===== config.mk =====
export PLATFORM = sky130hd
export DESIGN_NAME = spiral_index_to_offset_flat
export DESIGN_NICKNAME = d
export VERILOG_FILES = /design/src/design/spir_pkg.sv /design/src/design/spir_if.sv /design/src/design/spiral_index_to_offset.sv /design/src/design/spir_sqrt_cell.sv /design/src/design/spir_sqrt_chain.sv /design/src/flat_wrapper.sv
export SDC_FILE = /design/constraint.sdc
export NUM_CORES = 1
export LEC_CHECK = 0
export BUFFER_PORTS_ARGS = -buffer_cell sky130_fd_sc_hd__buf_2
export CAP_MARGIN = 20
export CORE_ASPECT_RATIO = 1.1
export CORE_MARGIN = 4
export CORE_UTILIZATION = 45
export CTS_CLUSTER_DIAMETER = 40
export CTS_CLUSTER_SIZE = 8
export DETAILED_ROUTE_END_ITERATION = 10
export PLACE_DENSITY_LB_ADDON = 0.3
export SLEW_MARGIN = 5
export SYNTH_ARGS = -nofsm -noshare
export SYNTH_HDL_FRONTEND = slang
export SYNTH_SLANG_ARGS = --single-unit

===== constraint.sdc =====
create_clock -name clk -period 14.7 [get_ports clk]
set_clock_uncertainty 0.05 [all_clocks]
set_input_delay 2.205 -clock clk [delete_from_list [all_inputs] [get_ports clk]]
set_output_delay 2.205 -clock clk [all_outputs]
set_load 0.01 [all_outputs]

===== src/design/spir_pkg.sv =====
// Shared constants, types and codes for the square-spiral index-to-offset block.
package spir_pkg;

    localparam int IDX_W      = 18;
    localparam int OFS_W      = 9;
    localparam int ROOT_W     = IDX_W / 2;
    localparam int REM_W      = ROOT_W + 1;
    localparam int WORK_W     = ROOT_W + 3;
    localparam int K_W        = ROOT_W + 3;
    localparam int MAX_RADIUS = 255;

    // one token moving down the square-root chain
    typedef struct packed {
        logic              valid;
        logic [IDX_W-1:0]  idx;
        logic [IDX_W-1:0]  rad;
        logic [REM_W-1:0]  rem;
        logic [ROOT_W-1:0] root;
    } spir_tok_t;

    typedef enum logic [1:0] {
        SIDE_LOW   = 2'd0,
        SIDE_TOP   = 2'd1,
        SIDE_HIGH  = 2'd2,
        SIDE_BOT   = 2'd3
    } spir_side_t;

endpackage


===== src/design/spir_if.sv =====
// Valid/ready channel interfaces for spiral index requests and offset responses.
interface spir_req_if;
    logic                          valid;
    logic                          ready;
    logic [spir_pkg::IDX_W-1:0]    spiral_index;

    modport source (output valid, output spiral_index, input ready);
    modport sink   (input valid, input spiral_index, output ready);
endinterface

interface spir_rsp_if;
    logic                          valid;
    logic                          ready;
    logic signed [spir_pkg::OFS_W-1:0] inline_offset;
    logic signed [spir_pkg::OFS_W-1:0] crossline_offset;
    logic                          out_of_range;

    modport source (output valid, output inline_offset, output crossline_offset,
                    output out_of_range, input ready);
    modport sink   (input valid, input inline_offset, input crossline_offset,
                    input out_of_range, output ready);
endinterface


===== src/design/spiral_index_to_offset.sv =====
// Top level: square-spiral index to signed inline/crossline offsets.
//
//  channel  dir  payload                                           handshake
//  req      in   spiral_index[17:0]                                valid/ready
//  rsp      out  inline_offset[8:0] s, crossline_offset[8:0] s,    valid/ready
//               out_of_range
//
// One transaction in the root chain and back-end stages at a time. An accepted
// index walks nine root cells (one root bit each), then ring/base, square,
// remainder, side/offset stages and on to the rsp register.
// rst_n clears all valid bits and the busy flag; data registers are not reset.
// A finished result parks in the side/offset register while rsp is stalled, so
// req takes the next transaction as soon as the prior one reaches the rsp register.
module spiral_index_to_offset (
    input  logic              clk,
    input  logic              rst_n,
    spir_req_if.sink          req,
    spir_rsp_if.source        rsp
);

    localparam int R_W = spir_pkg::ROOT_W;

    // ---- control ----
    logic busy_reg;
    logic busy_next;
    logic accept;
    logic res_move;

    assign req.ready = !busy_reg;
    assign accept    = req.valid && req.ready;

    // ---- square-root chain ----
    spir_pkg::spir_tok_t head;
    spir_pkg::spir_tok_t tail;

    always_comb
    begin
        head.valid = accept;
        head.idx   = req.spiral_index;
        head.rad   = req.spiral_index;
        head.rem   = '0;
        head.root  = '0;
    end

    spir_sqrt_chain u_chain (
        .clk   (clk),
        .rst_n (rst_n),
        .head  (head),
        .tail  (tail)
    );

    // ---- stage A: ring radius r = (floor(sqrt(idx)) + 1) / 2, d = 2r - 1 ----
    logic [R_W:0]               s_inc;
    logic [R_W-1:0]             r_a;
    logic                       a_valid_reg;
    logic [spir_pkg::IDX_W-1:0] a_idx_reg;
    logic [R_W-1:0]             a_r_reg;
    logic [R_W-1:0]             a_d_reg;
    logic                       a_zero_reg;
    logic                       a_oor_reg;

    assign s_inc = {1'b0, tail.root} + (R_W+1)'(1);
    assign r_a   = s_inc[R_W:1];

    always_ff @(posedge clk)
    begin
        a_idx_reg  <= tail.idx;
        a_r_reg    <= r_a;
        // 2r-1 wraps correctly at r = 2^(R_W-1)
        a_d_reg    <= {r_a[R_W-2:0], 1'b0} - R_W'(1);
        a_zero_reg <= (tail.idx == '0);
        a_oor_reg  <= (32'(r_a) > 32'(spir_pkg::MAX_RADIUS));
    end

    // ---- stage B: start of ring, (2r-1)^2 ----
    logic                       b_valid_reg;
    logic [spir_pkg::IDX_W-1:0] b_idx_reg;
    logic [R_W-1:0]             b_r_reg;
    logic [2*R_W-1:0]           b_sq_reg;
    logic                       b_zero_reg;
    logic                       b_oor_reg;

    always_ff @(posedge clk)
    begin
        b_idx_reg  <= a_idx_reg;
        b_r_reg    <= a_r_reg;
        b_sq_reg   <= a_d_reg * a_d_reg;
        b_zero_reg <= a_zero_reg;
        b_oor_reg  <= a_oor_reg;
    end

    // ---- stage C: k = idx - (2r-1)^2, below 8r ----
    logic [spir_pkg::IDX_W-1:0] k_full;
    logic                       c_valid_reg;
    logic [spir_pkg::K_W-1:0]   c_k_reg;
    logic [R_W-1:0]             c_r_reg;
    logic                       c_zero_reg;
    logic                       c_oor_reg;

    assign k_full = b_idx_reg - spir_pkg::IDX_W'(b_sq_reg);

    always_ff @(posedge clk)
    begin
        c_k_reg    <= k_full[spir_pkg::K_W-1:0];
        c_r_reg    <= b_r_reg;
        c_zero_reg <= b_zero_reg;
        c_oor_reg  <= b_oor_reg;
    end

    // ---- stage D: side = k / 2r by compares, p = k mod 2r, offsets ----
    logic [spir_pkg::K_W-1:0]   len1;
    logic [spir_pkg::K_W-1:0]   len2;
    logic [spir_pkg::K_W-1:0]   len3;
    logic [spir_pkg::K_W-1:0]   base;
    logic [spir_pkg::K_W-1:0]   p_full;
    spir_pkg::spir_side_t       side;
    logic [spir_pkg::OFS_W-1:0] rv;
    logic [spir_pkg::OFS_W-1:0] pv;
    logic [spir_pkg::OFS_W-1:0] il;
    logic [spir_pkg::OFS_W-1:0] xl;

    assign len1 = spir_pkg::K_W'({c_r_reg, 1'b0});
    assign len2 = spir_pkg::K_W'({c_r_reg, 2'b00});
    assign len3 = len1 + len2;

    always_comb
    begin
        priority if (c_k_reg >= len3)
        begin
            side = spir_pkg::SIDE_BOT;
            base = len3;
        end
        else if (c_k_reg >= len2)
        begin
            side = spir_pkg::SIDE_HIGH;
            base = len2;
        end
        else if (c_k_reg >= len1)
        begin
            side = spir_pkg::SIDE_TOP;
            base = len1;
        end
        else
        begin
            side = spir_pkg::SIDE_LOW;
            base = '0;
        end
    end

    assign p_full = c_k_reg - base;
    assign rv     = spir_pkg::OFS_W'(c_r_reg);
    assign pv     = p_full[spir_pkg::OFS_W-1:0];

    // offsets wrap to the 9-bit field width
    always_comb
    begin
        unique case (side)
            spir_pkg::SIDE_LOW:
            begin
                il = -rv;
                xl = pv - rv;
            end
            spir_pkg::SIDE_TOP:
            begin
                il = pv - rv;
                xl = rv;
            end
            spir_pkg::SIDE_HIGH:
            begin
                il = rv;
                xl = rv - pv;
            end
            spir_pkg::SIDE_BOT:
            begin
                il = rv - pv;
                xl = -rv;
            end
            default:
            begin
                il = '0;
                xl = '0;
            end
        endcase
    end

    // result register doubles as the skid stage ahead of rsp
    logic                       res_valid_reg;
    logic                       res_valid_next;
    logic [spir_pkg::OFS_W-1:0] res_il_reg;
    logic [spir_pkg::OFS_W-1:0] res_xl_reg;
    logic                       res_oor_reg;

    always_ff @(posedge clk)
    begin
        if (c_valid_reg)
        begin
            // centre and beyond-last-ring both report zero offsets
            res_il_reg  <= (c_zero_reg || c_oor_reg) ? '0 : il;
            res_xl_reg  <= (c_zero_reg || c_oor_reg) ? '0 : xl;
            res_oor_reg <= c_oor_reg && !c_zero_reg;
        end
    end

    // ---- rsp register ----
    logic                       out_valid_reg;
    logic                       out_valid_next;
    logic [spir_pkg::OFS_W-1:0] out_il_reg;
    logic [spir_pkg::OFS_W-1:0] out_xl_reg;
    logic                       out_oor_reg;

    assign res_move = res_valid_reg && (!out_valid_reg || rsp.ready);

    always_ff @(posedge clk)
    begin
        if (res_move)
        begin
            out_il_reg  <= res_il_reg;
            out_xl_reg  <= res_xl_reg;
            out_oor_reg <= res_oor_reg;
        end
    end

    assign rsp.valid            = out_valid_reg;
    assign rsp.inline_offset    = $signed(out_il_reg);
    assign rsp.crossline_offset = $signed(out_xl_reg);
    assign rsp.out_of_range     = out_oor_reg;

    // ---- control registers ----
    always_comb
    begin
        busy_next = busy_reg;
        if (accept)
        begin
            busy_next = 1'b1;
        end
        else if (res_move)
        begin
            busy_next = 1'b0;
        end

        res_valid_next = c_valid_reg || (res_valid_reg && !res_move);
        out_valid_next = res_move || (out_valid_reg && !rsp.ready);
    end

    always_ff @(posedge clk or negedge rst_n)
    begin
        if (!rst_n)
        begin
            busy_reg      <= 1'b0;
            a_valid_reg   <= 1'b0;
            b_valid_reg   <= 1'b0;
            c_valid_reg   <= 1'b0;
            res_valid_reg <= 1'b0;
            out_valid_reg <= 1'b0;
        end
        else
        begin
            busy_reg      <= busy_next;
            a_valid_reg   <= tail.valid;
            b_valid_reg   <= a_valid_reg;
            c_valid_reg   <= b_valid_reg;
            res_valid_reg <= res_valid_next;
            out_valid_reg <= out_valid_next;
        end
    end

    // ---- assertions ----
    a_oor_zero: assert property (@(posedge clk) disable iff (!rst_n)
        rsp.valid && rsp.out_of_range |->
            (rsp.inline_offset == '0) && (rsp.crossline_offset == '0))
        else $error("out-of-range response with nonzero offsets");

    a_one_token: assert property (@(posedge clk) disable iff (!rst_n)
        $onehot0({tail.valid, a_valid_reg, b_valid_reg, c_valid_reg, res_valid_reg}))
        else $error("more than one transaction in the back-end stages");

    a_idle_empty: assert property (@(posedge clk) disable iff (!rst_n)
        !busy_reg |->
            !(tail.valid || a_valid_reg || b_valid_reg || c_valid_reg || res_valid_reg))
        else $error("token in flight while not busy");

    a_res_lands: assert property (@(posedge clk) disable iff (!rst_n)
        c_valid_reg |=> res_valid_reg && busy_reg)
        else $error("finished result lost before the rsp register");

endmodule


===== src/design/spir_sqrt_cell.sv =====
// One restoring square-root cell: resolves one root bit and registers the token.
module spir_sqrt_cell (
    input  logic                clk,
    input  logic                rst_n,
    input  spir_pkg::spir_tok_t tok_in,
    output spir_pkg::spir_tok_t tok_out
);

    logic [spir_pkg::WORK_W-1:0] work;
    logic [spir_pkg::WORK_W-1:0] trial;
    logic [spir_pkg::WORK_W-1:0] diff;
    logic                        ge;
    spir_pkg::spir_tok_t         tok_next;
    logic                        valid_reg;
    spir_pkg::spir_tok_t         data_reg;

    always_comb
    begin
        work  = {tok_in.rem, tok_in.rad[spir_pkg::IDX_W-1 -: 2]};
        trial = {1'b0, tok_in.root, 2'b01};
        diff  = work - trial;
        ge    = (work >= trial);

        tok_next       = tok_in;
        tok_next.rad   = {tok_in.rad[spir_pkg::IDX_W-3:0], 2'b00};
        tok_next.rem   = ge ? diff[spir_pkg::REM_W-1:0] : work[spir_pkg::REM_W-1:0];
        tok_next.root  = {tok_in.root[spir_pkg::ROOT_W-2:0], ge};
    end

    always_ff @(posedge clk or negedge rst_n)
    begin
        if (!rst_n)
        begin
            valid_reg <= 1'b0;
        end
        else
        begin
            valid_reg <= tok_in.valid;
        end
    end

    always_ff @(posedge clk)
    begin
        data_reg <= tok_next;
    end

    always_comb
    begin
        tok_out       = data_reg;
        tok_out.valid = valid_reg;
    end

endmodule


===== src/design/spir_sqrt_chain.sv =====
// Row of square-root cells, one root bit per cell, tokens shift every cycle.
module spir_sqrt_chain (
    input  logic                clk,
    input  logic                rst_n,
    input  spir_pkg::spir_tok_t head,
    output spir_pkg::spir_tok_t tail
);

    spir_pkg::spir_tok_t link [0:spir_pkg::ROOT_W];

    assign link[0] = head;

    for (genvar i = 0; i < spir_pkg::ROOT_W; i++)
    begin : g_cell
        spir_sqrt_cell u_cell (
            .clk     (clk),
            .rst_n   (rst_n),
            .tok_in  (link[i]),
            .tok_out (link[i+1])
        );
    end

    assign tail = link[spir_pkg::ROOT_W];

endmodule

===== src/flat_wrapper.sv =====
// flat-port wrapper written by rule: the top's interface ports become plain ports
module spiral_index_to_offset_flat 
  (clk, rst_n, req_valid, req_spiral_index, req_ready, rsp_valid, rsp_inline_offset, rsp_crossline_offset, rsp_out_of_range, rsp_ready);
  spir_req_if req_i ();
  spir_rsp_if rsp_i ();
  input  logic clk;
  input  logic rst_n;
  input wire logic [$bits(req_i.valid)-1:0] req_valid;
  input wire logic [$bits(req_i.spiral_index)-1:0] req_spiral_index;
  output wire logic [$bits(req_i.ready)-1:0] req_ready;
  output wire logic [$bits(rsp_i.valid)-1:0] rsp_valid;
  output wire logic [$bits(rsp_i.inline_offset)-1:0] rsp_inline_offset;
  output wire logic [$bits(rsp_i.crossline_offset)-1:0] rsp_crossline_offset;
  output wire logic [$bits(rsp_i.out_of_range)-1:0] rsp_out_of_range;
  input wire logic [$bits(rsp_i.ready)-1:0] rsp_ready;
  assign req_i.valid = req_valid;
  assign req_i.spiral_index = req_spiral_index;
  assign req_ready = req_i.ready;
  assign rsp_valid = rsp_i.valid;
  assign rsp_inline_offset = rsp_i.inline_offset;
  assign rsp_crossline_offset = rsp_i.crossline_offset;
  assign rsp_out_of_range = rsp_i.out_of_range;
  assign rsp_i.ready = rsp_ready;
  spiral_index_to_offset u_core (.clk(clk), .rst_n(rst_n), .req(req_i), .rsp(rsp_i));
endmodule

# Word level (Yosys, flattened, before mapping)
# Cells that the tools add are included.
word_totals:
  register_bits: 495
  input_bits: 22
  out_inout_bits: 21
  word_cells: 138
classes:
  add_sub_neg: 16
  multipliers: 1
  magnitude_cmp: 13
  eq_ne: 3
  mux: 18
  reduce_logical: 17
ops:
  columns: ["operator", "count"]
  rows:
  - ["9-bit case mux with 4 select lines", 2]
  - ["10-bit 2-to-1 mux", 7]
  - ["9-bit 2-to-1 mux", 3]
  - ["9-bit subtractor", 3]
  - ["12-bit by 10-bit greater-or-equal comparator with 1-bit output", 2]
  - ["18-bit logical NOT", 1]
  - ["10-bit by 11-bit adder with 12-bit output", 1]
  - ["12-bit by 11-bit greater-or-equal comparator with 1-bit output", 1]
  - ["12-bit greater-or-equal comparator", 1]
  - ["12-bit by 3-bit greater-or-equal comparator with 1-bit output", 1]
  - ["12-bit by 4-bit greater-or-equal comparator with 1-bit output", 1]
  - ["12-bit by 5-bit greater-or-equal comparator with 1-bit output", 1]
  - ["12-bit by 6-bit greater-or-equal comparator with 1-bit output", 1]
  - ["12-bit by 7-bit greater-or-equal comparator with 1-bit output", 1]
  - ["12-bit by 8-bit greater-or-equal comparator with 1-bit output", 1]
  - ["12-bit by 9-bit greater-or-equal comparator with 1-bit output", 1]
  - ["9-bit by 9-bit multiplier with 12-bit output", 1]
  - ["12-bit subtractor", 1]
  - ["9-bit by 1-bit adder with 10-bit output (second input constant)", 1]
  - ["10-bit by 3-bit subtractor with 10-bit output", 1]
  - ["10-bit by 4-bit subtractor with 10-bit output", 1]
  - ["10-bit by 5-bit subtractor with 10-bit output", 1]
  - ["10-bit by 6-bit subtractor with 10-bit output", 1]
  - ["10-bit by 7-bit subtractor with 10-bit output", 1]
  - ["other kinds (16)", 32]

# Logic depth before layout (Yosys ltp)
logic_depth:
  word_depth: 7
  ltp_mapped: 33
  ltp_nobuf: 31

# By module
# From an unflattened synthesis, not the netlist that was laid out.
hier_totals:
  cells_unflattened: 2121
  area_unflattened_um2: 24229.5
modules_own_cells:
  columns: ["module", "instances", "cells_each", "area_each_um2", "seq_area_each_um2"]
  rows:
  - ["spir_sqrt_cell", 9, 142, 1775.5, 1086.0]
  - ["spiral_index_to_offset", 1, 843, 8250.4, 3032.9]

# Least setup slack after synthesis
# Ideal clock, no wire load.
synth_timing:
  path_type: "reg2reg"
  from: "register u_core.c_r_reg[1]"
  to: "register u_core.res_il_reg[8] (netlist name) (data pin)"
  setup_ns: 0.264
  arrival_time_ns: 6.652
  required_ns: 14.386
  slack_ns: 7.734
  stages_incl_launch_ff: 31
  path_buffers: 3
  synth_period_minus_slack_ns: 6.966
  path_cell_list: "dfxtp_1 ha_1 fa_1 a21o_1 a21oi_1 o21bai_1 a21oi_1 xnor2_1 ha_1 a211oi_2 nand2_1 a211o_1 a221o_1 buf_6 buf_2 a222oi_1 ha_1 nor2b_1 o31a_1 o21ai_0 nand2b_1 xor2_1 ha_1 clkbuf_1 and3_1 a31o_2 a2111oi_1 a211oi_2 xor2_1 a222oi_1 o22ai_1"
synth_via:
  elab_chain_cells: 7
  elab_cells_between_ends: 19
  classes_between: "add/sub: 5; order compare: 3; eq/ne: 3; mux: 7; reduce/logical: 1"
synth_rtl:
  columns: ["element", "line_no", "source"]
  rows:
  - ["start, declared", "spiral_index_to_offset.sv:96", "logic [R_W-1:0] c_r_reg;"]
  - ["start signal, assigned", "spiral_index_to_offset.sv:105", "c_r_reg <= b_r_reg;"]
  - ["branches (longest 6 deep; another with 10-bit by 11-bit adder with 12-bit output)", null, null]
  - ["9-bit case mux with 4 select lines (*)", "spiral_index_to_offset.sv:157", "unique case (side)"]
  - ["end signal, assigned", "spiral_index_to_offset.sv:198", "res_il_reg <= (c_zero_reg || c_oor_reg) ? '0 : il;"]
  - ["end, declared", "spiral_index_to_offset.sv:189", "logic [spir_pkg::OFS_W-1:0] res_il_reg;"]
# Mark *: on every way between the ends.
# A chain may end at the register's enable or synchronous reset.

# Final worst setup path
layout_timing:
  from: "register u_core.c_r_reg[2]"
  to: "register u_core.res_il_reg[8] (netlist name) (data pin)"
# The elaborated chain is that of the path after synthesis.

==> flow_metrics.tcl <==
set metrics [dict create \
    place_congestion 0.903 \
    startpoint "u_core.c_r_reg[2]$_DFF_P_" \
    cts-root-buf "clkbuf_16" \
    drt_wl_total_microns 30800 \
    cts_setup_buffers 0 \
    clk_latency_ns 0.57 \
    async_flop_share 0.0357 \
    htreeDepth 3 \
    max_slew_margin 0.318 \
    cp-endpoint "u_core.res_il_reg[8]$_SDFFCE_PP0P_" \
    diodes 0 \
    slowest_delay_ns 0.53 \
    firstDrtPassIters 7 \
    grt_pass1_vias 10711 \
    slew_viol_final 0 \
    synth_area_sq_mm 0.0166 \
    cp_slowest_cell "dfxtp_1" \
    hp-class "flip-flop to flip-flop" \
    critical_path_arrival_ns 8.21 \
    dp_hpwl_microns 22500 \
    cp_max_fo 32 \
    r2r-end "u_core.res_il_reg[8]$_SDFFCE_PP0P_" \
    grt_pass1_wl_microns 51600 \
    period_needed_ns 7.97 \
    ff2ff_path_depth 29 \
    r2r_slack_ns 6.73 \
    grt_overflow 0 \
    syn-mean-instance-area_sq_um 11.0 \
    synth.ff_latch_count 420 \
    worstSetupStartpointType "flip-flop" \
    synth_edf_count 38 \
    start_util 0.457 \
    setup_tns_ns 0 \
    cts_buffer_depth 3 \
    path_clk_slew_ns 0.05 \
    post_cts_resized 0 \
    status "completed" \
    rows 73 \
    finalSetupViolations 0 \
    rsz0062_at_grt "no" \
    worst_pin_slew_ns 1.02 \
    yosys_most_used_dff "dfxtp_1" \
    largest_register_ffs 280 \
    io_pins 43 \
    grt_start_max_net_pins 33 \
    synth_cell_types 75 \
    numCtsBuffers 66 \
    cts_hold_buf 0 \
    cts_tree "yes" \
    grt.total_usage 0.158 \
    syn-num-nets 1707 \
    io_buffers 42 \
    ys_seq_area_frac 0.535 \
    ant_nets 0 \
    clock_sinks 420 \
    post_drt_via_cell_ratio 5.00 \
    fmax_mhz 126 \
    yosys_warnings 0 \
    endpoint_kind "flip-flop" \
    r2r-start "u_core.c_r_reg[2]$_DFF_P_" \
    core_sq_mm 0.0363 \
    num-nets-final 1795 \
    drc 0 \
    layout-area-overhead-vs-synth_pct 16.0 \
    fin_crit_sh 0.542 \
    finalHoldViolCount 0 \
    drive_above_1_share 0.0950 \
    die_area_sq_mm 0.0399 \
    cp_common_cell "a21oi_1" \
    die_w_microns 191 \
    worstSetupPathType "flip-flop to flip-flop" \
    die_y_microns 209 \
    drt_iter0_markers 463 \
    crit_required_ns 14.94 \
    vias 10499 \
    antenna_found_initial 0 \
    syn_inst 1501 \
    wl_per_cell_microns 14.7 \
    maxCapViolCount 0 \
]
-- synthesized netlist by cell type (7+ instances only) --
| cell | instances | area (sq um) |
|---|---|---|
| or3_1 | 7 | 43.8 |
| and2_1 | 16 | 100 |
| a222oi_1 | 7 | 70.1 |
| nor2b_1 | 20 | 125 |
| o21a_1 | 22 | 165 |
| fa_1 | 32 | 641 |
| edfxtp_1 | 38 | 1140 |
| nor3_1 | 24 | 120 |
| a31oi_1 | 7 | 43.8 |
| o221ai_1 | 8 | 70.1 |
| dfrtp_1 | 15 | 375 |
| nor4_1 | 11 | 68.8 |
| inv_1 | 167 | 627 |
| nor2_1 | 76 | 285 |
| dfxtp_1 | 367 | 7350 |
| a21o_1 | 26 | 195 |
| xnor2_1 | 72 | 631 |
| and3_1 | 7 | 43.8 |
| o21bai_1 | 12 | 90.1 |
| nand2b_1 | 17 | 106 |
| o21ai_1 | 7 | 35.0 |
| clkbuf_1 | 15 | 56.3 |
| nand2_1 | 70 | 263 |
| or2_2 | 10 | 62.6 |
| o21ai_0 | 51 | 255 |
| a21oi_1 | 86 | 430 |
| ha_1 | 152 | 1900 |
| nand3_1 | 29 | 145 |
| a221o_1 | 7 | 70.1 |
| xor2_1 | 30 | 263 |
-- how the worst min path moves through the flow --
stage,startpoint,endpoint,depth (start not counted)
finish,u_core.u_chain.g_cell[7].u_cell.tok_out[40]$_DFF_P_,u_core.u_chain.g_cell[8].u_cell.tok_out[40]$_DFF_P_,0
CTS,u_core.a_idx_reg[1]$_DFF_P_,u_core.b_idx_reg[1]$_DFF_P_,0
global placement,u_core.a_r_reg[8]$_DFF_P_,u_core.b_r_reg[8]$_DFF_P_,0
global route,u_core.u_chain.g_cell[5].u_cell.tok_out[37]$_DFF_P_,u_core.u_chain.g_cell[6].u_cell.tok_out[37]$_DFF_P_,0
detailed placement,u_core.b_r_reg[0]$_DFF_P_,u_core.c_r_reg[0]$_DFF_P_,0
floorplan,u_core.a_idx_reg[0]$_DFF_P_,u_core.b_idx_reg[0]$_DFF_P_,0
-- layout by cell type (no fill, tap or decap), types with 8 or more instances in the layout --
master	netlist	routed
o221ai_1	8	8
nor2_1	76	76
inv_1	167	167
fa_1	32	32
nand2_1	70	70
nor2b_1	20	20
ha_1	152	152
a21o_1	26	26
nand3_1	29	29
clkbuf_16	0	68
nand2b_1	17	17
and2_1	16	16
o21ai_0	51	51
dfrtp_1	15	15
edfxtp_1	38	38
dfxtp_1	367	367
buf_2	6	42
nor4_1	11	11
or2_2	10	10
o21bai_1	12	12
nor3_1	24	24
xnor2_1	72	72
clkbuf_1	15	9
a21oi_1	86	86
xor2_1	30	30
o21a_1	22	22
-- cells by family after synthesis --
group,count (synthesis),share of synthesized area
muxes,8,0.00521
AOI/OAI and AO/OA,284,0.114
buffers and inverters,192,0.0451
adders and majority gates,184,0.154
DFF,420,0.535
other,1,0.000226
and+or+nand+nor,310,0.0932
xor gates and xnor gates,102,0.0539
-- per-layer routing --
metal | part of all wire | global-route usage
met2 | 0.51 | 0.280
met5 | 0 | 0
met3 | 0.041 | 0.0322
met1 | 0.42 | 0.185
met4 | 0.027 | 0.0661
-- final cells by class --
type	count	area (sq um)
Clock buffer	80	1780
Clock inverter	10	153
Fill cell	3144	17000
Inverter	167	627
Multi-Input combinational cell	889	6950
Sequential cell	420	8860
Tap cell	487	609
Timing Repair Buffer	45	233
-- through the flow --
stage | cell area [sq um] | worst slack, ns | hold slack, ns | utilization | std cells
after floorplan | 16600 | 7.73 | 0.260 | - | 1501
after global placement | 17300 | 7.03 | 0.260 | 0.477 | 2008
after detailed placement | 17300 | 6.86 | 0.262 | 0.477 | 2008
after CTS | 19200 | 6.78 | 0.265 | 0.530 | 2098
after global routing | 19200 | 6.24 | 0.272 | 0.530 | 2098
final | 19200 | 6.73 | 0.262 | 0.530 | 2098
-- critical path: cells and delay by family, from the launching register on --
kind | cells | cell delay (ns)
flip-flops | 1 | 0.53
XOR/XNOR | 3 | 0.60
AND/OR/NAND/NOR | 2 | 0.58
adder cells (fa/ha/maj) | 4 | 1.57
buffers and inverters | 2 | 0.48
AO/OA/AOI/OAI | 18 | 3.83
Power is not shown: default switching activity piles up to over one toggle a cycle in this logic, so the estimate is an artifact.
